**config.mk**
```make
export PLATFORM = sky130hd
export DESIGN_NAME = modular_inverse_unit_flat
export DESIGN_NICKNAME = d
export VERILOG_FILES = /design/src/rtl/mi_pkg.sv /design/src/rtl/mi_if.sv /design/src/rtl/modular_inverse_unit.sv /design/src/flat_wrapper.sv
export SDC_FILE = /design/constraint.sdc
export NUM_CORES = 1
export LEC_CHECK = 0
export BUFFER_PORTS_ARGS = -buffer_cell sky130_fd_sc_hd__buf_2
export CAP_MARGIN = 20
export CORE_AREA = 2 2 178 180
export CTS_BUF_LIST = sky130_fd_sc_hd__clkbuf_8
export CTS_CLUSTER_DIAMETER = 40
export CTS_CLUSTER_SIZE = 20
export DETAILED_ROUTE_END_ITERATION = 6
export DIE_AREA = 0 0 180 182
export PLACE_DENSITY = 0.87
export SKIP_CTS_REPAIR_TIMING = 1
export SLEW_MARGIN = 20
export SYNTH_ARGS = -nofsm -noshare
export SYNTH_HDL_FRONTEND = slang
export SYNTH_SLANG_ARGS = --single-unit
export TNS_END_PERCENT = 20
```
**constraint.sdc**
```tcl
create_clock -name clk -period 23.1 [get_ports clk]
set_input_delay 1.155 -clock clk [delete_from_list [all_inputs] [get_ports clk]]
set_output_delay 1.155 -clock clk [all_outputs]
set_load 0.02 [all_outputs]
```
**src/rtl/mi_pkg.sv**
```systemverilog
// Package for the modular inverse unit: sequencer states and the reset modulus constant.
package mi_pkg;

  // Reset modulus, truncated to the datapath width at the use site.
  localparam logic [63:0] MODULUS_RESET = 64'd1000000007;

  typedef enum logic [2:0] {
    S_IDLE,
    S_DIV,
    S_UPD,
    S_RED,
    S_NEG,
    S_DONE
  } state_t;

endpackage

```
**src/rtl/mi_if.sv**
```systemverilog
// Valid/ready channel interfaces for the modular inverse unit.
interface mi_in_if #(
  parameter int W = 32
);
  logic         valid;
  logic         ready;
  logic [W-1:0] value;

  modport source (output valid, output value, input ready);
  modport sink   (input valid, input value, output ready);
endinterface

interface mi_out_if #(
  parameter int W = 32
);
  logic         valid;
  logic         ready;
  logic [W-1:0] inverse;
  logic [W-1:0] common_divisor;
  logic         no_inverse;

  modport source (output valid, output inverse, output common_divisor, output no_inverse,
                  input ready);
  modport sink   (input valid, input inverse, input common_divisor, input no_inverse,
                  output ready);
endinterface

```
**src/rtl/modular_inverse_unit.sv**
```systemverilog
// Modular inverse by the extended Euclidean algorithm, with a radix-2 shared divider.
//
// Each input transaction carries one value; the unit returns one result transaction
// with gcd(value, modulus), the inverse of value modulo modulus (0 when none exists)
// and a no_inverse flag that is set when the gcd is not 1. The modulus is a
// configuration register (reset 1000000007) written through cfg_we/cfg_wdata while
// the unit is idle; the user must keep to this, as the unit does not enforce it. All
// work runs through one restoring shift-subtract divider that yields one quotient
// bit per cycle; while it runs, the Bezout product q*t is built MSB-first in the same
// pass. There is one divider pass for the first reduction of value by the modulus and
// one per Euclid step after it (at most 46 steps for 32-bit operands). A zero modulus
// skips the divider. in_chan.ready is high only while the sequencer is idle; a
// finished result sits in the output register, so the next transaction is accepted
// while that result still waits for out_chan.ready.
module modular_inverse_unit #(
  parameter int WIDTH = 32
) (
  input  logic             clk,
  input  logic             rst_n,
  mi_in_if.sink            in_chan,
  mi_out_if.source         out_chan,
  input  logic             cfg_we,
  input  logic [WIDTH-1:0] cfg_wdata
);

  localparam int CNT_W = $clog2(WIDTH);

  mi_pkg::state_t state_r, state_nxt;

  logic [WIDTH-1:0] modulus_r;

  // Divider: dividend shift register, divisor, partial remainder, bit counter.
  logic [WIDTH-1:0] dvd_r, dvd_nxt;
  logic [WIDTH-1:0] dsr_r, dsr_nxt;
  logic [WIDTH-1:0] rem_r, rem_nxt;
  logic [CNT_W-1:0] cnt_r, cnt_nxt;
  // q * t1, accumulated one quotient bit at a time.
  logic [WIDTH-1:0] acc_r, acc_nxt;

  // Euclid state: remainders, coefficient magnitudes and their signs.
  logic [WIDTH-1:0] r0_r, r0_nxt;
  logic [WIDTH-1:0] r1_r, r1_nxt;
  logic [WIDTH-1:0] t0_r, t0_nxt;
  logic [WIDTH-1:0] t1_r, t1_nxt;
  logic             neg0_r, neg0_nxt;
  logic             neg1_r, neg1_nxt;
  logic             first_r, first_nxt;   // divider pass is the initial value % modulus
  logic             mzero_r, mzero_nxt;   // modulus was zero for this item

  // Output register.
  logic             ovalid_r, ovalid_nxt;
  logic [WIDTH-1:0] oinv_r, oinv_nxt;
  logic [WIDTH-1:0] ogcd_r, ogcd_nxt;
  logic             onone_r, onone_nxt;

  // Shared subtractor.
  logic [WIDTH:0]   sub_a, sub_b, sub_y;
  logic [WIDTH:0]   rem_sh;
  logic             qbit;
  logic             in_acc;
  logic             out_free;
  logic             div_last;
  logic             res_none;

  assign in_acc   = in_chan.valid && in_chan.ready;
  assign out_free = !ovalid_r || out_chan.ready;
  assign div_last = (cnt_r == CNT_W'(WIDTH - 1));
  assign rem_sh   = {rem_r, dvd_r[WIDTH-1]};
  assign res_none = mzero_r || (r0_r != WIDTH'(1));

  // Operand select for the one subtractor: remainder trial, reduction, negation.
  always_comb begin
    sub_a = rem_sh;
    sub_b = {1'b0, dsr_r};
    case (state_r)
      mi_pkg::S_RED: begin
        sub_a = {1'b0, t0_r};
        sub_b = {1'b0, modulus_r};
      end
      mi_pkg::S_NEG: begin
        sub_a = {1'b0, modulus_r};
        sub_b = {1'b0, t0_r};
      end
      default: begin
        sub_a = rem_sh;
        sub_b = {1'b0, dsr_r};
      end
    endcase
  end

  assign sub_y = sub_a - sub_b;
  assign qbit  = !sub_y[WIDTH];

  // Next state.
  always_comb begin
    state_nxt = state_r;
    unique case (state_r)
      mi_pkg::S_IDLE: begin
        if (in_acc) begin
          state_nxt = (modulus_r == '0) ? mi_pkg::S_DONE : mi_pkg::S_DIV;
        end
      end
      mi_pkg::S_DIV: begin
        if (div_last) begin
          state_nxt = mi_pkg::S_UPD;
        end
      end
      mi_pkg::S_UPD: begin
        // Remainder of this pass is the new r1; zero ends the remainder sequence.
        state_nxt = (rem_r == '0) ? mi_pkg::S_RED : mi_pkg::S_DIV;
      end
      mi_pkg::S_RED: state_nxt = mi_pkg::S_NEG;
      mi_pkg::S_NEG: state_nxt = mi_pkg::S_DONE;
      mi_pkg::S_DONE: begin
        if (out_free) begin
          state_nxt = mi_pkg::S_IDLE;
        end
      end
      default: state_nxt = mi_pkg::S_IDLE;
    endcase
  end

  // Datapath and outputs.
  always_comb begin
    in_chan.ready = (state_r == mi_pkg::S_IDLE);

    dvd_nxt   = dvd_r;
    dsr_nxt   = dsr_r;
    rem_nxt   = rem_r;
    cnt_nxt   = cnt_r;
    acc_nxt   = acc_r;
    r0_nxt    = r0_r;
    r1_nxt    = r1_r;
    t0_nxt    = t0_r;
    t1_nxt    = t1_r;
    neg0_nxt  = neg0_r;
    neg1_nxt  = neg1_r;
    first_nxt = first_r;
    mzero_nxt = mzero_r;

    ovalid_nxt = ovalid_r && !out_chan.ready;
    oinv_nxt   = oinv_r;
    ogcd_nxt   = ogcd_r;
    onone_nxt  = onone_r;

    unique case (state_r)
      mi_pkg::S_IDLE: begin
        if (in_acc) begin
          dvd_nxt   = in_chan.value;
          dsr_nxt   = modulus_r;
          rem_nxt   = '0;
          cnt_nxt   = '0;
          acc_nxt   = '0;
          first_nxt = 1'b1;
          mzero_nxt = (modulus_r == '0);
          r0_nxt    = in_chan.value;   // gcd when the modulus is zero
          t0_nxt    = '0;
        end
      end
      mi_pkg::S_DIV: begin
        rem_nxt = qbit ? sub_y[WIDTH-1:0] : rem_sh[WIDTH-1:0];
        dvd_nxt = {dvd_r[WIDTH-2:0], 1'b0};
        acc_nxt = {acc_r[WIDTH-2:0], 1'b0} + (qbit ? t1_r : '0);
        cnt_nxt = cnt_r + CNT_W'(1);
      end
      mi_pkg::S_UPD: begin
        if (first_r) begin
          r0_nxt   = modulus_r;
          t0_nxt   = '0;
          t1_nxt   = WIDTH'(1);
          neg0_nxt = 1'b0;
          neg1_nxt = 1'b0;
        end else begin
          r0_nxt   = r1_r;
          t0_nxt   = t1_r;
          t1_nxt   = t0_r + acc_r;
          neg0_nxt = neg1_r;
          neg1_nxt = !neg1_r;
        end
        r1_nxt    = rem_r;
        first_nxt = 1'b0;
        // Start the next pass: r0_new / r1_new.
        dvd_nxt   = first_r ? modulus_r : r1_r;
        dsr_nxt   = rem_r;
        rem_nxt   = '0;
        cnt_nxt   = '0;
        acc_nxt   = '0;
      end
      mi_pkg::S_RED: begin
        // t0 never exceeds the modulus, so one subtract does t0 % modulus.
        if (qbit) begin
          t0_nxt = sub_y[WIDTH-1:0];
        end
      end
      mi_pkg::S_NEG: begin
        if (neg0_r && (t0_r != '0)) begin
          t0_nxt = sub_y[WIDTH-1:0];
        end
      end
      mi_pkg::S_DONE: begin
        if (out_free) begin
          ovalid_nxt = 1'b1;
          ogcd_nxt   = r0_r;
          onone_nxt  = res_none;
          oinv_nxt   = res_none ? '0 : t0_r;
        end
      end
      default: begin
      end
    endcase
  end

  always_ff @(posedge clk) begin
    if (!rst_n) begin
      state_r   <= mi_pkg::S_IDLE;
      modulus_r <= mi_pkg::MODULUS_RESET[WIDTH-1:0];
      ovalid_r  <= 1'b0;
    end else begin
      state_r  <= state_nxt;
      ovalid_r <= ovalid_nxt;
      if (cfg_we) begin
        modulus_r <= cfg_wdata;
      end
    end
  end

  always_ff @(posedge clk) begin
    dvd_r   <= dvd_nxt;
    dsr_r   <= dsr_nxt;
    rem_r   <= rem_nxt;
    cnt_r   <= cnt_nxt;
    acc_r   <= acc_nxt;
    r0_r    <= r0_nxt;
    r1_r    <= r1_nxt;
    t0_r    <= t0_nxt;
    t1_r    <= t1_nxt;
    neg0_r  <= neg0_nxt;
    neg1_r  <= neg1_nxt;
    first_r <= first_nxt;
    mzero_r <= mzero_nxt;
    oinv_r  <= oinv_nxt;
    ogcd_r  <= ogcd_nxt;
    onone_r <= onone_nxt;
  end

  assign out_chan.valid          = ovalid_r;
  assign out_chan.inverse        = oinv_r;
  assign out_chan.common_divisor = ogcd_r;
  assign out_chan.no_inverse     = onone_r;

endmodule

```
**src/flat_wrapper.sv**
```systemverilog
// flat-port wrapper written by rule: the top's interface ports become plain ports
module modular_inverse_unit_flat 
#(
  parameter int WIDTH = 32
)
  (clk, rst_n, cfg_we, cfg_wdata, in_chan_valid, in_chan_value, in_chan_ready, out_chan_valid, out_chan_inverse, out_chan_common_divisor, out_chan_no_inverse, out_chan_ready);
  mi_in_if #(.W(WIDTH)) in_chan_i ();
  mi_out_if #(.W(WIDTH)) out_chan_i ();
  input  logic clk;
  input  logic rst_n;
  input  logic cfg_we;
  input  logic [WIDTH-1:0] cfg_wdata;
  input wire logic [$bits(in_chan_i.valid)-1:0] in_chan_valid;
  input wire logic [$bits(in_chan_i.value)-1:0] in_chan_value;
  output wire logic [$bits(in_chan_i.ready)-1:0] in_chan_ready;
  output wire logic [$bits(out_chan_i.valid)-1:0] out_chan_valid;
  output wire logic [$bits(out_chan_i.inverse)-1:0] out_chan_inverse;
  output wire logic [$bits(out_chan_i.common_divisor)-1:0] out_chan_common_divisor;
  output wire logic [$bits(out_chan_i.no_inverse)-1:0] out_chan_no_inverse;
  input wire logic [$bits(out_chan_i.ready)-1:0] out_chan_ready;
  assign in_chan_i.valid = in_chan_valid;
  assign in_chan_i.value = in_chan_value;
  assign in_chan_ready = in_chan_i.ready;
  assign out_chan_valid = out_chan_i.valid;
  assign out_chan_inverse = out_chan_i.inverse;
  assign out_chan_common_divisor = out_chan_i.common_divisor;
  assign out_chan_no_inverse = out_chan_i.no_inverse;
  assign out_chan_i.ready = out_chan_ready;
  modular_inverse_unit #(.WIDTH(WIDTH)) u_core (.clk(clk), .rst_n(rst_n), .in_chan(in_chan_i), .out_chan(out_chan_i), .cfg_we(cfg_we), .cfg_wdata(cfg_wdata));
endmodule
```
; Yosys cells after proc, flatten, opt, wreduce, memory -nomap -nowiden
; Index checks and enable logic that the tools add are counted.
[totals]
register_bits = 366
latchBits = 0
mem_bits_rw = 0
mem_bits_ro = 0
input_bits = 69
n_memories = 0
[classes]
add_sub_neg = 4
mul = 0
div_mod_pow = 0
magnitude_cmp = 0
n_eq_ne = 12
shift = 0
mux = 29
bitwise = 0
reduce_logical = 21
[op_table]
columns = operator, n
row1 = 32-bit two-way mux, 9
row2 = 32-bit case mux with 3 select lines, 3
row3 = 32-bit case mux with 2 select lines, 3
row4 = 32-bit case mux with 4 select lines, 1
row5 = 33-bit case mux with 2 select lines, 1
row6 = 32-bit adder, 2
row7 = 32-bit logical NOT, 2
row8 = 33-bit by 32-bit subtractor with 33-bit output, 1
row9 = 32-bit by 1-bit != test with 1-bit output (second input constant), 1
row10 = 32-bit nonzero test, 1
row11 = 3-bit case mux with 6 select lines, 1
row12 = 5-bit case mux with 3 select lines, 1
row13 = 3-bit two-way mux, 4
row14 = 2-bit AND reduction, 4
row15 = 3-bit by 2-bit equality test with 1-bit output (second input constant), 2
row16 = 3-bit equality test (second input constant), 2
row17 = 2-bit by 1-bit != test with 1-bit output (second input constant), 3
row18 = 5-bit by 1-bit adder with 5-bit output (second input constant), 1
row19 = 5-bit equality test (second input constant), 1
row20 = 5-bit two-way mux, 1
row21 = 2-bit != test (second input constant), 2
row22 = 4-bit AND reduction, 1
row23 = 4-bit nonzero test, 1
row24 = 3-bit by 1-bit equality test with 1-bit output (second input constant), 1
row25 = other kinds (10), 17

; Depth between registers and ports, before layout
; Gate-level depths: netlist (run 1).
[depth]
ltp_word = 6
mapped_depth = 28

; Least setup slack after synthesis (run 1)
; Ideal clock, no wire load.
[synth_path]
path_kind = in2reg
start = in in_chan_valid
end = reg u_core.acc_r[0] (enable)
setup_time_ns = 0.710
arrival_ns = 8.647
required_ns = 22.390
setup_slack_ns = 13.743
path_stages = 2
n_path_buf = 0
cell_sequence = nor3_1 > a211oi_1
[synth_via]
elab_chain_cells = 3
[synth_rtl]
columns = element, line_no
row1 = from (decl), flat_wrapper.sv:13  ; input wire logic [$bits(in_chan_i.valid)-1:0] in_chan_valid;
row2 = 1-bit logical AND, modular_inverse_unit.sv:65  ; assign in_acc = in_chan.valid && in_chan.ready;
row3 = 2-bit != test (no line), --
row4 = 2-bit AND reduction (no line), --
row5 = to (signal assigned), modular_inverse_unit.sv:232  ; acc_r <= acc_nxt;
row6 = to (decl), modular_inverse_unit.sv:38  ; logic [WIDTH-1:0] acc_r, acc_nxt;
; Every way passes these cells.
; A chain may end at the register's enable or synchronous reset.

; Worst setup path after layout (run 1)
[layout_path]
start = reg u_core.state_r[1]
end = reg u_core.acc_r[31], data pin
[layout_via]
elab_chain_cells = 6
[layout_rtl]
columns = element, line_no
row1 = from (decl), modular_inverse_unit.sv:28  ; mi_pkg::state_t state_r, state_nxt;
row2 = from (signal assigned), modular_inverse_unit.sv:215  ; state_r <= mi_pkg::S_IDLE;
row3 = from (signal assigned), modular_inverse_unit.sv:219  ; state_r <= state_nxt;
row4 = 3-bit equality test / 3-bit by 2-bit equality test with 1-bit output (equally long branches), modular_inverse_unit.sv:75  ; case (state_r)
row5 = 33-bit case mux with 2 select lines / 32-bit case mux with 2 select lines (equally long branches), modular_inverse_unit.sv:75
row6 = 33-bit by 32-bit subtractor with 33-bit output, modular_inverse_unit.sv:91  ; assign sub_y = sub_a - sub_b;
row7 = 32-bit two-way mux, modular_inverse_unit.sv:163  ; acc_nxt = {acc_r[WIDTH-2:0], 1'b0} + (qbit ? t1_r : '0);
row8 = 32-bit adder, modular_inverse_unit.sv:163
row9 = 32-bit case mux with 3 select lines *, modular_inverse_unit.sv:146  ; unique case (state_r)
; Mark *: on every way between the ends. The rest lies on a longest branch, timed or not.

==> flow_summary.html, run 1 <==
<table>
<tr><th>Metric</th><th>Value</th></tr>
<tr><th colspan="2">Cells and area</th></tr>
<tr><td>Diode count</td><td>0</td></tr>
<tr><td>Net count reported at finish</td><td>~2.2k</td></tr>
<tr><td>Post-layout util</td><td>0.7326</td></tr>
<tr><td>Number of filler instances in the final layout</td><td>around 2.1k</td></tr>
<tr><td>Most common library cell in the layout ignoring fill and taps</td><td>sky130_fd_sc_hd__edfxtp_1</td></tr>
<tr><td>Area taken by flip-flops and latches</td><td>around 11,000 um2</td></tr>
<tr><td>Top library cells by usage in the layout, fill and taps aside</td><td>330 x sky130_fd_sc_hd__edfxtp_1, 227 x sky130_fd_sc_hd__nand2_1, 180 x sky130_fd_sc_hd__nor2_1</td></tr>
<tr><td>Area Growth Syn to Fin</td><td>10.05%</td></tr>
<tr><td>Fraction of layout instances using a drive strength above 1</td><td>0.1285</td></tr>
<tr><td>Area of the multi-input gates</td><td>9549 um2</td></tr>
<tr><th colspan="2">Flow run</th></tr>
<tr><td># Max-Cap Violations</td><td>0</td></tr>
<tr><th colspan="2">Logic synthesis</th></tr>
<tr><td>Synthesized net count</td><td>2,081</td></tr>
<tr><td>Fraction of registers with async set/reset</td><td>0</td></tr>
<tr><td>Mean instance size in the synthesized netlist</td><td>10.78 um2</td></tr>
<tr><td>Cell count after synthesis</td><td>approximately 1.9k</td></tr>
<tr><td>Leading register cell type out of synthesis</td><td>sky130_fd_sc_hd__edfxtp_1</td></tr>
<tr><td>Post-synth EDFFs</td><td>330</td></tr>
<tr><td>Flop and latch count out of synthesis</td><td>366</td></tr>
<tr><td>Total of warnings raised by yosys</td><td>0</td></tr>
<tr><td>Share of synthesized area occupied by flip-flops and latches</td><td>0.5153</td></tr>
<tr><td>Area of the mapped netlist</td><td>approximately 21,000 um2</td></tr>
<tr><td>Distinct cell type count of the synthesized netlist</td><td>74</td></tr>
<tr><th colspan="2">Setup path</th></tr>
<tr><td>Worst reg2reg path endpoint</td><td>u_core.acc_r[31]$_SDFFCE_PP0P_</td></tr>
<tr><td>Delay of the slowest cell on the worst path</td><td>790 ps</td></tr>
<tr><td>Data arrival time of the critical path</td><td>approximately 8600 ps</td></tr>
<tr><td>Capturing element type of the critical path</td><td>flop</td></tr>
<tr><td>Family with the most delay on the worst path</td><td>compound AO/OA/AOI/OAI gates</td></tr>
<tr><td>Standard cell with the maximum stage delay on the critical path</td><td>sky130_fd_sc_hd__nor2_4</td></tr>
<tr><td>End of the critical path</td><td>u_core.acc_r[31]$_SDFFCE_PP0P_</td></tr>
<tr><td>Worst Setup Start Kind</td><td>flop</td></tr>
<tr><td>Internal reg-to-reg setup slack</td><td>14,930 ps</td></tr>
<tr><td>Bufs and invs on worst path</td><td>3</td></tr>
<tr><td>Timing startpoint of the critical path</td><td>u_core.state_r[1]$_SDFFE_PN0P_</td></tr>
<tr><td>Crit Path Category</td><td>flop to flop</td></tr>
<tr><td>Data required time at the worst endpoint</td><td>23,550 ps</td></tr>
<tr><td>Worst Reg2Reg Path Length in Cells</td><td>26</td></tr>
<tr><td>R2r startpoint</td><td>u_core.state_r[1]$_SDFFE_PN0P_</td></tr>
<tr><td>Maximum fanout count along the critical path</td><td>41</td></tr>
<tr><td>Path length in cells of the critical path</td><td>26</td></tr>
<tr><th colspan="2">Clock tree</th></tr>
<tr><td>Buffer type at the clock tree root</td><td>sky130_fd_sc_hd__clkbuf_8</td></tr>
<tr><td>Max Root-Sink Buffers</td><td>3</td></tr>
<tr><td>TritonCTS clock tree</td><td>yes</td></tr>
<tr><td>CTS HTree Levels</td><td>2</td></tr>
<tr><td>Clock Latency Late Sink</td><td>620 ps</td></tr>
<tr><td>Worst-path clk slew</td><td>90 ps</td></tr>
<tr><td>Total clock sinks</td><td>366</td></tr>
<tr><td>Number of buffers created by CTS</td><td>48</td></tr>
<tr><th colspan="2">GRT</th></tr>
<tr><td>Overflow left after global routing</td><td>0</td></tr>
<tr><td>Vias in the first global route</td><td>15.87k</td></tr>
<tr><td>Pin count of the biggest net entering global routing</td><td>between 60 and 70</td></tr>
<tr><td>First-pass GRT wire length</td><td>87,810 um</td></tr>
<tr><td>Number of antenna violations at the first check in global routing</td><td>0</td></tr>
<tr><td>Global-route total usage across every layer</td><td>0.3404</td></tr>
<tr><th colspan="2">Route</th></tr>
<tr><td>DRC errors left</td><td>0</td></tr>
<tr><td>Detailed-router iteration count before antenna repair</td><td>5</td></tr>
<tr><td>DRT Wirelength</td><td>56,250 um</td></tr>
<tr><td>DRC marker count from the first detailed-route iteration</td><td>1,867</td></tr>
<tr><td>Via total after detailed routing</td><td>16.37k</td></tr>
<tr><td>DR WL/cell</td><td>around 23 um</td></tr>
<tr><td>Via-to-Cell Ratio</td><td>6.640</td></tr>
<tr><td>Count of nets left with antenna violations after detail routing</td><td>0</td></tr>
<tr><th colspan="2">Die</th></tr>
<tr><td>Rows</td><td>65</td></tr>
<tr><td>Floorplan die width</td><td>about 180 um</td></tr>
<tr><td>Area of the core</td><td>30,990 um2</td></tr>
<tr><td>Area of the die</td><td>32,760 um2</td></tr>
<tr><td>Initial cell density of the core</td><td>0.6657</td></tr>
<tr><td>I/O pin count</td><td>around 140</td></tr>
<tr><td>Die Span Y</td><td>around 180 um</td></tr>
<tr><th colspan="2">Timing</th></tr>
<tr><td>Headroom to the max-slew limit</td><td>0.2970</td></tr>
<tr><td>Final hold violation count</td><td>0</td></tr>
<tr><td>Worst slew pin tran</td><td>1054 ps</td></tr>
<tr><td>Final Skew</td><td>slightly above 40 ps</td></tr>
<tr><td>Final-layout setup total negative slack</td><td>0 ps</td></tr>
<tr><td>Final setup fails</td><td>0</td></tr>
<tr><td>Post-route clock period utilization</td><td>0.3535</td></tr>
<tr><td>Setup repair after global routing missed its margin</td><td>no</td></tr>
<tr><td>Post-layout minimum cycle time</td><td>8166 ps</td></tr>
<tr><td>Fmax</td><td>122.5 MHz</td></tr>
<tr><td>Final Slew Violations</td><td>0</td></tr>
<tr><td>Worst-case setup margin in the final layout</td><td>~15,000 ps</td></tr>
<tr><th colspan="2">Outcome</th></tr>
<tr><td>Outcome</td><td>complete, no violations</td></tr>
<tr><th colspan="2">Placed design</th></tr>
<tr><td>Buffers on Ports</td><td>135</td></tr>
<tr><td>Worst slack at placement</td><td>15,120 ps</td></tr>
<tr><td>Routability-driven placement congestion ratio</td><td>between 0.9 and 1</td></tr>
<tr><td>Sum of net half-perimeters after detailed placement</td><td>39,350 um</td></tr>
<tr><th colspan="2">Min path</th></tr>
<tr><td>Cells on Worst Hold Path</td><td>0</td></tr>
<tr><td>Hold WC Path Type</td><td>flop to flop</td></tr>
<tr><th colspan="2">Power and ir drop</th></tr>
<tr><td>Leakage power summed over all cells</td><td>9.417 nW</td></tr>
<tr><td>Pwr/cell area</td><td>93.58 nW/um2</td></tr>
<tr><td>VDD IR max</td><td>0.00004865 V</td></tr>
</table>
## final cells by class
type | count | area share
repair buffers | 154 | 0.03605
flip-flops and latches | 366 | 0.4683
clock inverters | 41 | 0.01846
inverters | 28 | 0.004685
well taps | 402 | 0.02216
clock buffers | 49 | 0.02971
multi-input cells | 1425 | 0.4207
## worst min-delay path by stage
stage                                          from                                            to  slack, ps
final                     u_core.r0_r[27]$_DFFE_PP_  u_core.out_chan.common_divisor[27]$_DFFE_PP_        460
after global routing      u_core.r0_r[31]$_DFFE_PP_  u_core.out_chan.common_divisor[31]$_DFFE_PP_        470
after CTS                  u_core.r0_r[0]$_DFFE_PP_   u_core.out_chan.common_divisor[0]$_DFFE_PP_        450
after detailed placement   u_core.r0_r[0]$_DFFE_PP_   u_core.out_chan.common_divisor[0]$_DFFE_PP_        430
after global placement     u_core.r0_r[0]$_DFFE_PP_   u_core.out_chan.common_divisor[0]$_DFFE_PP_        430
after floorplan           u_core.r0_r[18]$_DFFE_PP_  u_core.out_chan.common_divisor[18]$_DFFE_PP_        420
## power breakdown
part / internal [W] / switching [W] / leakage (nW)
logic: 0.000272 / 0.000420 / 5.29
registers: 0.000810 / 0.0000742 / 3.57
clock network: 0.000263 / 0.000285 / 0.557
## logic make-up (layout without fill, tap and decap cells)
group           after synthesis  count (layout)  share of synthesized area
flops                       366             366                     0.5153
xor+xnor                     68              68                    0.02978
mux                         141             141                    0.06842
fa+ha+maj                    98              98                    0.06054
simple gates                668             668                     0.1519
compound gates              450             450                     0.1498
buf+inv                     123             272                    0.02426
## layer usage
| metal | part of all wire | vias up | track usage |
|---|---|---|---|
| li1 | - | 7387 | - |
| met1 | 0.40 | 7786 | 0.4764 |
| met2 | 0.46 | 1055 | 0.5415 |
| met3 | 0.10 | 140 | 0.05215 |
| met4 | 0.037 | 0 | 0.1294 |
| met5 | 0 | - | 0 |
## synth_stat cells, types with 3 or more instances
| cell | n | area, um2 |
|---|---|---|
| sky130_fd_sc_hd__o21ai_0 | 68 | 340.3 |
| sky130_fd_sc_hd__nor3b_1 | 4 | 30.03 |
| sky130_fd_sc_hd__dfxtp_1 | 36 | 720.7 |
| sky130_fd_sc_hd__inv_1 | 27 | 101.4 |
| sky130_fd_sc_hd__nand4_1 | 21 | 131.4 |
| sky130_fd_sc_hd__fa_1 | 3 | 60.06 |
| sky130_fd_sc_hd__buf_1 | 13 | 48.80 |
| sky130_fd_sc_hd__buf_4 | 3 | 22.52 |
| sky130_fd_sc_hd__a22o_1 | 26 | 227.7 |
| sky130_fd_sc_hd__and3_1 | 12 | 75.07 |
| sky130_fd_sc_hd__or3_1 | 7 | 43.79 |
| sky130_fd_sc_hd__or2_2 | 6 | 37.54 |
| sky130_fd_sc_hd__a21oi_1 | 110 | 550.5 |
| sky130_fd_sc_hd__nand3_1 | 24 | 120.1 |
| sky130_fd_sc_hd__ha_1 | 95 | 1189 |
| sky130_fd_sc_hd__nand2_1 | 227 | 852.1 |
| sky130_fd_sc_hd__o31ai_1 | 6 | 45.04 |
| sky130_fd_sc_hd__a22oi_1 | 16 | 120.1 |
| sky130_fd_sc_hd__a21o_1 | 73 | 548.0 |
| sky130_fd_sc_hd__a2111oi_0 | 4 | 35.03 |
| sky130_fd_sc_hd__xnor2_1 | 35 | 306.5 |
| sky130_fd_sc_hd__o21bai_1 | 8 | 60.06 |
| sky130_fd_sc_hd__a41oi_1 | 3 | 26.28 |
| sky130_fd_sc_hd__or4_1 | 4 | 30.03 |
| sky130_fd_sc_hd__o21ai_1 | 4 | 20.02 |
| sky130_fd_sc_hd__edfxtp_1 | 330 | 9910 |
| sky130_fd_sc_hd__xor2_1 | 32 | 280.3 |
| sky130_fd_sc_hd__o21a_1 | 19 | 142.6 |
| sky130_fd_sc_hd__a21boi_0 | 5 | 37.54 |
| sky130_fd_sc_hd__nand2b_1 | 14 | 87.58 |
| sky130_fd_sc_hd__mux2i_1 | 141 | 1411 |
| sky130_fd_sc_hd__buf_2 | 4 | 20.02 |
| sky130_fd_sc_hd__nor2b_1 | 25 | 156.4 |
| sky130_fd_sc_hd__nor3_1 | 23 | 115.1 |
| sky130_fd_sc_hd__buf_6 | 3 | 33.78 |
| sky130_fd_sc_hd__and4_1 | 4 | 35.03 |
| sky130_fd_sc_hd__o211ai_1 | 17 | 127.6 |
| sky130_fd_sc_hd__nor2_1 | 183 | 686.9 |
| sky130_fd_sc_hd__a31oi_1 | 10 | 62.56 |
| sky130_fd_sc_hd__a221o_1 | 32 | 320.3 |
| sky130_fd_sc_hd__and2_1 | 72 | 450.4 |
| sky130_fd_sc_hd__a211oi_1 | 23 | 172.7 |
| sky130_fd_sc_hd__nor4_1 | 35 | 219.0 |
| sky130_fd_sc_hd__clkbuf_1 | 72 | 270.3 |
## state kept, by name, summed over array words and instances (netlist names)
signal and cells:
u_core.acc_r 32, u_core.cnt_r 5, u_core.dsr_r 32, u_core.dvd_r 32, u_core.first_r 1, u_core.modulus_r 32
u_core.mzero_r 1, u_core.neg0_r 1, u_core.neg1_r 1, u_core.out_chan.common_divisor 32, u_core.out_chan.inverse 32, u_core.out_chan.no_inverse 1
u_core.out_chan.valid 1, u_core.r0_r 32, u_core.r1_r 32, u_core.rem_r 32, u_core.state_r 3, u_core.t0_r 32
u_core.t1_r 32
## metrics by stage
step                cells  hold WS (ps)  total power (W)  area, um2
finish               2465         457.6         0.002124      22700
global route         2465         466.8         0.002227      22700
CTS                  2465         453.4         0.002109      22700
detailed placement   2375         430.8         0.001566      21610
global placement     2375         425.2         0.001543      21610
floorplan            1914         417.4         0.001392      20630
Power figures use the tool's default switching activity.
==> run 2: changes to the inputs <==
Settings changed: CORE_AREA 2 2 178 180 to 2 2 194 196, DIE_AREA 0 0 180 182 to 0 0 196 198, PLACE_DENSITY 0.87 to 0.78.
Clock period 23.1 ns to 6.7 ns, I/O delays scaled along.
==> flow_summary.html, run 2 (synthesized netlist as in run 1, its figures left out) <==
<table>
<tr><th>Metric</th><th>Value</th></tr>
<tr><th colspan="2">Outcome</th></tr>
<tr><td>Outcome</td><td>finished with violations</td></tr>
<tr><td>Violated checks</td><td>negative hold slack</td></tr>
<tr><th colspan="2">Setup path</th></tr>
<tr><td>Standard cell with the maximum stage delay on the critical path</td><td>sky130_fd_sc_hd__fa_1</td></tr>
<tr><td>Delay of the slowest cell on the worst path</td><td>about 430 ps</td></tr>
<tr><td>Capturing element type of the critical path</td><td>flop</td></tr>
<tr><td>Family with the most delay on the worst path</td><td>compound AO/OA/AOI/OAI gates</td></tr>
<tr><td>Crit Path Category</td><td>flop to flop</td></tr>
<tr><td>Data arrival time of the critical path</td><td>between 6000 and 7000 ps</td></tr>
<tr><td>Data required time at the worst endpoint</td><td>7100 ps</td></tr>
<tr><td>Worst Setup Start Kind</td><td>flop</td></tr>
<tr><td>Bufs and invs on worst path</td><td>1</td></tr>
<tr><td>Maximum fanout count along the critical path</td><td>34</td></tr>
<tr><th colspan="2">Die</th></tr>
<tr><td>Floorplan die width</td><td>196 um</td></tr>
<tr><td>Rows</td><td>71</td></tr>
<tr><td>Area of the die</td><td>38,810 um2</td></tr>
<tr><td>Die Span Y</td><td>198 um</td></tr>
<tr><td>I/O pin count</td><td>136</td></tr>
<tr><td>Initial cell density of the core</td><td>0.5582</td></tr>
<tr><td>Area of the core</td><td>36,960 um2</td></tr>
<tr><th colspan="2">Placed design</th></tr>
<tr><td>Buffers on Ports</td><td>between 100 and 150</td></tr>
<tr><td>Routability-driven placement congestion ratio</td><td>0.9254</td></tr>
<tr><td>Sum of net half-perimeters after detailed placement</td><td>39,720 um</td></tr>
<tr><th colspan="2">Route</th></tr>
<tr><td>Via total after detailed routing</td><td>16.07k</td></tr>
<tr><td>Detailed-router iteration count before antenna repair</td><td>6</td></tr>
<tr><td>DR WL/cell</td><td>21.54 um</td></tr>
<tr><td>Via-to-Cell Ratio</td><td>6.148</td></tr>
<tr><td>DRC errors left</td><td>0</td></tr>
<tr><td>DRT Wirelength</td><td>56,320 um</td></tr>
<tr><td>Count of nets left with antenna violations after detail routing</td><td>0</td></tr>
<tr><td>DRC marker count from the first detailed-route iteration</td><td>1,732</td></tr>
<tr><th colspan="2">Power and ir drop</th></tr>
<tr><td>Internal Pwr Total</td><td>about 0.0047 W</td></tr>
<tr><td>Pwr/cell area</td><td>317.4 nW/um2</td></tr>
<tr><td>Switching Fraction</td><td>0.3684</td></tr>
<tr><td>Part of the power in registers</td><td>0.406</td></tr>
<tr><td>Share of power burned in the clock network</td><td>0.269</td></tr>
<tr><td>Comb power frac</td><td>0.326</td></tr>
<tr><td>Leakage power summed over all cells</td><td>9.785 nW</td></tr>
<tr><td>NetSw</td><td>0.002765 W</td></tr>
<tr><td>VDD IR max</td><td>0.0001835 V</td></tr>
<tr><td>Overall power of the completed layout</td><td>0.007506 W</td></tr>
<tr><th colspan="2">Clock tree</th></tr>
<tr><td>Max Root-Sink Buffers</td><td>3</td></tr>
<tr><td>Number of buffers created by CTS</td><td>50</td></tr>
<tr><td>Clock Latency Late Sink</td><td>~690 ps</td></tr>
<tr><td>CTS HTree Levels</td><td>2</td></tr>
<tr><td>Total clock sinks</td><td>366</td></tr>
<tr><td>Buffer type at the clock tree root</td><td>sky130_fd_sc_hd__clkbuf_8</td></tr>
<tr><td>Worst-path clk slew</td><td>about 100 ps</td></tr>
<tr><td>TritonCTS clock tree</td><td>yes</td></tr>
<tr><th colspan="2">Cells and area</th></tr>
<tr><td>Number of filler instances in the final layout</td><td>2,857</td></tr>
<tr><td>Diode count</td><td>0</td></tr>
<tr><td>Most common library cell in the layout ignoring fill and taps</td><td>sky130_fd_sc_hd__edfxtp_1</td></tr>
<tr><td>Fraction of layout instances using a drive strength above 1</td><td>0.1327</td></tr>
<tr><td>Net count reported at finish</td><td>between 2k and 2.5k</td></tr>
<tr><td>Area taken by flip-flops and latches</td><td>10,630 um2</td></tr>
<tr><td>Top library cells by usage in the layout, fill and taps aside</td><td>330 x sky130_fd_sc_hd__edfxtp_1, 227 x sky130_fd_sc_hd__nand2_1, 180 x sky130_fd_sc_hd__nor2_1</td></tr>
<tr><td>Area of the multi-input gates</td><td>9553 um2</td></tr>
<tr><td>Area Growth Syn to Fin</td><td>14.62%</td></tr>
<tr><th colspan="2">Timing</th></tr>
<tr><td>Post-route clock period utilization</td><td>0.9373</td></tr>
<tr><td>Worst Hold Margin</td><td>-19.57 ps</td></tr>
<tr><td>Final-layout setup total negative slack</td><td>0 ps</td></tr>
<tr><td>Final hold violation count</td><td>3</td></tr>
<tr><td>Setup repair after global routing missed its margin</td><td>no</td></tr>
<tr><td>Final Slew Violations</td><td>0</td></tr>
<tr><td>Headroom to the max-slew limit</td><td>0.3049</td></tr>
<tr><td>Fmax</td><td>around 160 MHz</td></tr>
<tr><td>Worst slew pin tran</td><td>1043 ps</td></tr>
<tr><td>Final setup fails</td><td>0</td></tr>
<tr><td>Post-layout minimum cycle time</td><td>6280 ps</td></tr>
<tr><td>Final Skew</td><td>58.40 ps</td></tr>
<tr><th colspan="2">GRT</th></tr>
<tr><td>First-pass GRT wire length</td><td>85,660 um</td></tr>
<tr><td>Number of antenna violations at the first check in global routing</td><td>0</td></tr>
<tr><td>Vias in the first global route</td><td>15.27k</td></tr>
<tr><td>Global-route total usage across every layer</td><td>0.2856</td></tr>
<tr><td>Overflow left after global routing</td><td>0</td></tr>
<tr><td>Pin count of the biggest net entering global routing</td><td>74</td></tr>
<tr><th colspan="2">Min path</th></tr>
<tr><td>Hold WC Path Type</td><td>primary input to flop</td></tr>
<tr><th colspan="2">Flow run</th></tr>
<tr><td># Max-Cap Violations</td><td>0</td></tr>
</table>
[run 2: cell types whose count changed in the layout (fill, tap and decap cells not counted), moves of 2 or more]
cell / previous run / this run
sky130_fd_sc_hd__clkbuf_8: 49 / 51
sky130_fd_sc_hd__clkinvlp_4: 4 / 7
sky130_fd_sc_hd__inv_6: 11 / 3
sky130_fd_sc_hd__clkinv_4: 3 / 6
sky130_fd_sc_hd__buf_4: 19 / 29
sky130_fd_sc_hd__buf_12: 0 / 3
sky130_fd_sc_hd__inv_12: 1 / 3
sky130_fd_sc_hd__inv_8: 4 / 8
sky130_fd_sc_hd__clkinv_1: 4 / 1
sky130_fd_sc_hd__inv_1: 29 / 32
sky130_fd_sc_hd__clkinv_2: 7 / 2
sky130_fd_sc_hd__clkinv_8: 2 / 5
sky130_fd_sc_hd__dlygate4sd3_1: 0 / 58
[run 2: routing by layer]
layer  track usage  vias up  routed length (um)
met5             0        -                   0
li1              -     7532                   -
met4        0.1145        0                2080
met3       0.04054      123                4318
met2        0.4473      771               25200
met1        0.4036     7646               24720
[run 2: stage by stage]
| stage | hold slack, ps | worst slack (ps) | instance area (um2) | std cells | utilization |
|---|---|---|---|---|---|
| after CTS | -173.2 | 486.9 | 23060 | 2556 | 0.6240 |
| after global routing | 6.990 | 18.65 | 23640 | 2614 | 0.6398 |
| after floorplan | 417.4 | 542.3 | 20630 | 1914 | - |
| after detailed placement | 427.4 | 559.4 | 21860 | 2462 | 0.5915 |
| final | -19.57 | 420.4 | 23640 | 2614 | 0.6398 |
| after global placement | 426.5 | 801.4 | 21840 | 2461 | 0.5911 |
[run 2: path summary, 6_finish.rpt]
check	start	to	slack [ps]	depth (start not counted)
max	u_core.state_r[1]$_SDFFE_PN0P_	u_core.acc_r[29]$_SDFFCE_PP0P_	420	25
min reg2reg	u_core.r0_r[0]$_DFFE_PP_	u_core.out_chan.common_divisor[0]$_DFFE_PP_	430	0
min	cfg_wdata[13]	u_core.modulus_r[13]$_SDFFE_PN0P_	-20	3
max reg2reg	u_core.state_r[1]$_SDFFE_PN0P_	u_core.acc_r[29]$_SDFFCE_PP0P_	420	25
[run 2: final cells by class]
type,instances,share of cell area
multi-input cells,1425,0.4040
well taps,474,0.02508
clock buffers,51,0.02969
clock inverters,43,0.02111
repair buffers,227,0.06599
inverters,28,0.004498
flip-flops and latches,366,0.4496
[run 2: worst register-to-register path, stage by stage, from the launching register on]
cell and delay [ps]:
sky130_fd_sc_hd__dfxtp_1 350, sky130_fd_sc_hd__nand2_1 110, sky130_fd_sc_hd__nor2_4 320, sky130_fd_sc_hd__buf_12 280, sky130_fd_sc_hd__nor2_1 90, sky130_fd_sc_hd__a21o_1 180
sky130_fd_sc_hd__fa_1 430, sky130_fd_sc_hd__nand2b_1 200, sky130_fd_sc_hd__a21oi_2 220, sky130_fd_sc_hd__o211ai_2 170, sky130_fd_sc_hd__a31oi_2 260, sky130_fd_sc_hd__o21ai_2 90
sky130_fd_sc_hd__o31ai_4 370, sky130_fd_sc_hd__xnor2_4 150, sky130_fd_sc_hd__and2_1 200, sky130_fd_sc_hd__ha_1 210, sky130_fd_sc_hd__fa_1 420, sky130_fd_sc_hd__a211oi_1 330
sky130_fd_sc_hd__nor2_1 130, sky130_fd_sc_hd__o31ai_1 410, sky130_fd_sc_hd__nand4b_1 210, sky130_fd_sc_hd__nand3_1 140, sky130_fd_sc_hd__nand2_1 140, sky130_fd_sc_hd__a21o_1 230
sky130_fd_sc_hd__a31oi_1 240, sky130_fd_sc_hd__mux2i_1 110
[run 2: power groups by stage]
stage          logic, W  clock network (W)  registers [W]
2_1_floorplan   0.00183                  0        0.00297
3_3_place_gp    0.00231                  0        0.00308
3_5_place_dp    0.00236                  0        0.00309
4_1_cts         0.00238            0.00205        0.00304
5_1_grt         0.00269            0.00213        0.00307
6_report        0.00244            0.00202        0.00305
==> run 3: changes to the inputs <==
Settings changed: BUFFER_PORTS_ARGS -buffer_cell sky130_fd_sc_hd__buf_2 to -buffer_cell sky130_fd_sc_hd__buf_4, CORE_AREA 2 2 194 196 to 2 2 184 186, DIE_AREA 0 0 196 198 to 0 0 186 188, PLACE_DENSITY 0.78 to 0.82.
Clock period 6.7 ns to 6.5 ns, I/O delays scaled along.
==> flow_summary.html, run 3 (synthesized netlist as in run 1, its figures left out) <==
<table>
<tr><th>Metric</th><th>Value</th></tr>
<tr><th colspan="2">Setup path</th></tr>
<tr><td>Internal reg-to-reg setup slack</td><td>380 ps</td></tr>
<tr><td>Data required time at the worst endpoint</td><td>6860 ps</td></tr>
<tr><td>Crit Path Category</td><td>flop to flop</td></tr>
<tr><td>Data arrival time of the critical path</td><td>6480 ps</td></tr>
<tr><td>R2r startpoint</td><td>u_core.state_r[1]$_SDFFE_PN0P_</td></tr>
<tr><td>Worst Setup Start Kind</td><td>flop</td></tr>
<tr><td>Worst reg2reg path endpoint</td><td>u_core.acc_r[25]$_SDFFCE_PP0P_</td></tr>
<tr><td>Delay of the slowest cell on the worst path</td><td>480 ps</td></tr>
<tr><td>Capturing element type of the critical path</td><td>flop</td></tr>
<tr><td>Most common cell type on the critical path</td><td>sky130_fd_sc_hd__nor2_1</td></tr>
<tr><td>Standard cell with the maximum stage delay on the critical path</td><td>sky130_fd_sc_hd__dfxtp_2</td></tr>
<tr><td>Bufs and invs on worst path</td><td>2</td></tr>
<tr><td>Worst Reg2Reg Path Length in Cells</td><td>27</td></tr>
<tr><td>Family with the most delay on the worst path</td><td>compound AO/OA/AOI/OAI gates</td></tr>
<tr><td>Maximum fanout count along the critical path</td><td>12</td></tr>
<tr><th colspan="2">Route</th></tr>
<tr><td>Via total after detailed routing</td><td>16.56k</td></tr>
<tr><td>Via-to-Cell Ratio</td><td>6.412</td></tr>
<tr><td>DRC marker count from the first detailed-route iteration</td><td>approximately 1.8k</td></tr>
<tr><td>Detailed-router iteration count before antenna repair</td><td>5</td></tr>
<tr><td>DR WL/cell</td><td>22.27 um</td></tr>
<tr><td>DRC errors left</td><td>0</td></tr>
<tr><td>DRT Wirelength</td><td>57,500 um</td></tr>
<tr><td>Count of nets left with antenna violations after detail routing</td><td>0</td></tr>
<tr><th colspan="2">Die</th></tr>
<tr><td>Rows</td><td>between 60 and 70</td></tr>
<tr><td>Area of the core</td><td>33,110 um2</td></tr>
<tr><td>Area of the die</td><td>between 30,000 and 40,000 um2</td></tr>
<tr><td>Initial cell density of the core</td><td>0.6229</td></tr>
<tr><td>I/O pin count</td><td>about 140</td></tr>
<tr><td>Floorplan die width</td><td>186 um</td></tr>
<tr><td>Die Span Y</td><td>188 um</td></tr>
<tr><th colspan="2">Timing</th></tr>
<tr><td>Worst Hold Margin</td><td>-20.46 ps</td></tr>
<tr><td>Final hold violation count</td><td>6</td></tr>
<tr><td>Final setup fails</td><td>0</td></tr>
<tr><td>Final Skew</td><td>36.01 ps</td></tr>
<tr><td>Worst-case setup margin in the final layout</td><td>380.7 ps</td></tr>
<tr><td>Fmax</td><td>163.4 MHz</td></tr>
<tr><td>Post-layout minimum cycle time</td><td>~6000 ps</td></tr>
<tr><td>Worst slew pin tran</td><td>1107 ps</td></tr>
<tr><td>Final Slew Violations</td><td>0</td></tr>
<tr><td>Post-route clock period utilization</td><td>0.9414</td></tr>
<tr><td>Headroom to the max-slew limit</td><td>0.2623</td></tr>
<tr><th colspan="2">Outcome</th></tr>
<tr><td>Violated checks</td><td>negative hold slack</td></tr>
<tr><td>Outcome</td><td>finished with violations</td></tr>
<tr><th colspan="2">Flow run</th></tr>
<tr><td># Max-Cap Violations</td><td>0</td></tr>
<tr><th colspan="2">Clock tree</th></tr>
<tr><td>CTS HTree Levels</td><td>2</td></tr>
<tr><td>Total clock sinks</td><td>366</td></tr>
<tr><td>Buffer type at the clock tree root</td><td>sky130_fd_sc_hd__clkbuf_8</td></tr>
<tr><td>Number of buffers created by CTS</td><td>52</td></tr>
<tr><td>Max Root-Sink Buffers</td><td>3</td></tr>
<tr><td>TritonCTS clock tree</td><td>yes</td></tr>
<tr><td>Clock Latency Late Sink</td><td>650 ps</td></tr>
<tr><td>Worst-path clk slew</td><td>80 ps</td></tr>
<tr><th colspan="2">Cells and area</th></tr>
<tr><td>Number of filler instances in the final layout</td><td>2,237</td></tr>
<tr><td>Area Growth Syn to Fin</td><td>15.55%</td></tr>
<tr><td>Fraction of layout instances using a drive strength above 1</td><td>0.1345</td></tr>
<tr><td>Filler-free cell count of the finished design</td><td>around 2.6k</td></tr>
<tr><td>Cell area after layout</td><td>between 20,000 and 25,000 um2</td></tr>
<tr><td>Top library cells by usage in the layout, fill and taps aside</td><td>330 x sky130_fd_sc_hd__edfxtp_1, 227 x sky130_fd_sc_hd__nand2_1, 180 x sky130_fd_sc_hd__nor2_1</td></tr>
<tr><td>Diode count</td><td>0</td></tr>
<tr><td>Most common library cell in the layout ignoring fill and taps</td><td>sky130_fd_sc_hd__edfxtp_1</td></tr>
<tr><td>Post-layout util</td><td>0.7198</td></tr>
<tr><td>Net count reported at finish</td><td>2,258</td></tr>
<tr><th colspan="2">GRT</th></tr>
<tr><td>Pin count of the biggest net entering global routing</td><td>100</td></tr>
<tr><td>Vias in the first global route</td><td>15.31k</td></tr>
<tr><td>Number of antenna violations at the first check in global routing</td><td>0</td></tr>
<tr><td>First-pass GRT wire length</td><td>around 85,000 um</td></tr>
<tr><td>Global-route total usage across every layer</td><td>0.3139</td></tr>
<tr><td>Overflow left after global routing</td><td>0</td></tr>
<tr><th colspan="2">Power and ir drop</th></tr>
<tr><td>Pwr/cell area</td><td>321.4 nW/um2</td></tr>
<tr><td>VDD IR max</td><td>~0.00022 V</td></tr>
<tr><td>Leakage power summed over all cells</td><td>9.823 nW</td></tr>
<tr><td>Overall power of the completed layout</td><td>approximately 0.0077 W</td></tr>
<tr><th colspan="2">Min path</th></tr>
<tr><td>Worst min-delay path startpoint</td><td>cfg_wdata[7]</td></tr>
<tr><td>Hold WC Path Type</td><td>primary input to flop</td></tr>
<tr><td>Cells on Worst Hold Path</td><td>3</td></tr>
<tr><td>Hold Path End</td><td>u_core.modulus_r[7]$_SDFFE_PN0P_</td></tr>
<tr><th colspan="2">Placed design</th></tr>
<tr><td>Placed Cells</td><td>2,430</td></tr>
<tr><td>Routability-driven placement congestion ratio</td><td>1.037</td></tr>
<tr><td>Sum of net half-perimeters after detailed placement</td><td>~40,000 um</td></tr>
<tr><td>Worst slack at placement</td><td>between 100 and 150 ps</td></tr>
<tr><td>Buffers on Ports</td><td>135</td></tr>
<tr><td>Cell Area, Placed</td><td>22,090 um2</td></tr>
</table>
==> run 3: layout make-up <==
type / count / area, um2 / share of cell area
multi-input combinational: 1425 / 9587 / 0.4022
clock inverter: 43 / 404.1 / 0.01696
timing repair buffer: 218 / 1800 / 0.07554
inverter: 28 / 106.4 / 0.004462
sequential: 366 / 10630 / 0.4461
clock buffer: 54 / 743.2 / 0.03118
tap: 448 / 560.5 / 0.02352
==> run 3: how the worst max path moves through the flow <==
stage / start / to / slack (ps) / cells past startpoint
floorplan: u_core.state_r[1]$_SDFFE_PN0P_ / u_core.t0_r[0]$_DFFE_PP_ / 340 / 16
CTS: u_core.state_r[1]$_SDFFE_PN0P_ / u_core.acc_r[28]$_SDFFCE_PP0P_ / 80 / 25
finish: u_core.state_r[1]$_SDFFE_PN0P_ / u_core.acc_r[25]$_SDFFCE_PP0P_ / 380 / 27
global route: u_core.state_r[1]$_SDFFE_PN0P_ / u_core.acc_r[28]$_SDFFCE_PP0P_ / -7 / 26
global placement: u_core.state_r[1]$_SDFFE_PN0P_ / u_core.acc_r[28]$_SDFFCE_PP0P_ / 380 / 25
detailed placement: u_core.state_r[0]$_SDFFE_PN0P_ / u_core.acc_r[28]$_SDFFCE_PP0P_ / 110 / 25
==> run 3: layer usage <==
layer | vias to the layer above | GRT usage | share of wire
li1 | 7507 | - | -
met1 | 7885 | 0.4455 | 0.41
met2 | 1021 | 0.4924 | 0.46
met3 | 144 | 0.04195 | 0.096
met4 | 0 | 0.1202 | 0.036
met5 | - | 0 | 0
==> run 3: power breakdown <==
part	switching, W	internal (W)	leakage (nW)	total (W)
Combinational	0.00149	0.00102	5.66	0.00251
Clock	0.00104	0.000960	0.586	0.00200
Sequential	0.000271	0.00288	3.57	0.00315
==> run 3: worst reg2reg max path: cells and delay by family (launching register included) <==
family,cells,cell delay [ps]
compound gates,9,1850
xor+xnor,2,400
fa+ha+maj,3,950
buf+inv,2,390
flops,1,480
mux,1,200
simple gates,10,1560
==> run 3: per-stage QoR <==
| step | setup TNS, ps | hold WS (ps) |
|---|---|---|
| floorplan | 0 | 417.4 |
| global placement | 0 | 424.8 |
| detailed placement | 0 | 433.1 |
| CTS | 0 | -133.3 |
| global route | -6.763 | -3.507 |
| finish | 0 | -20.46 |
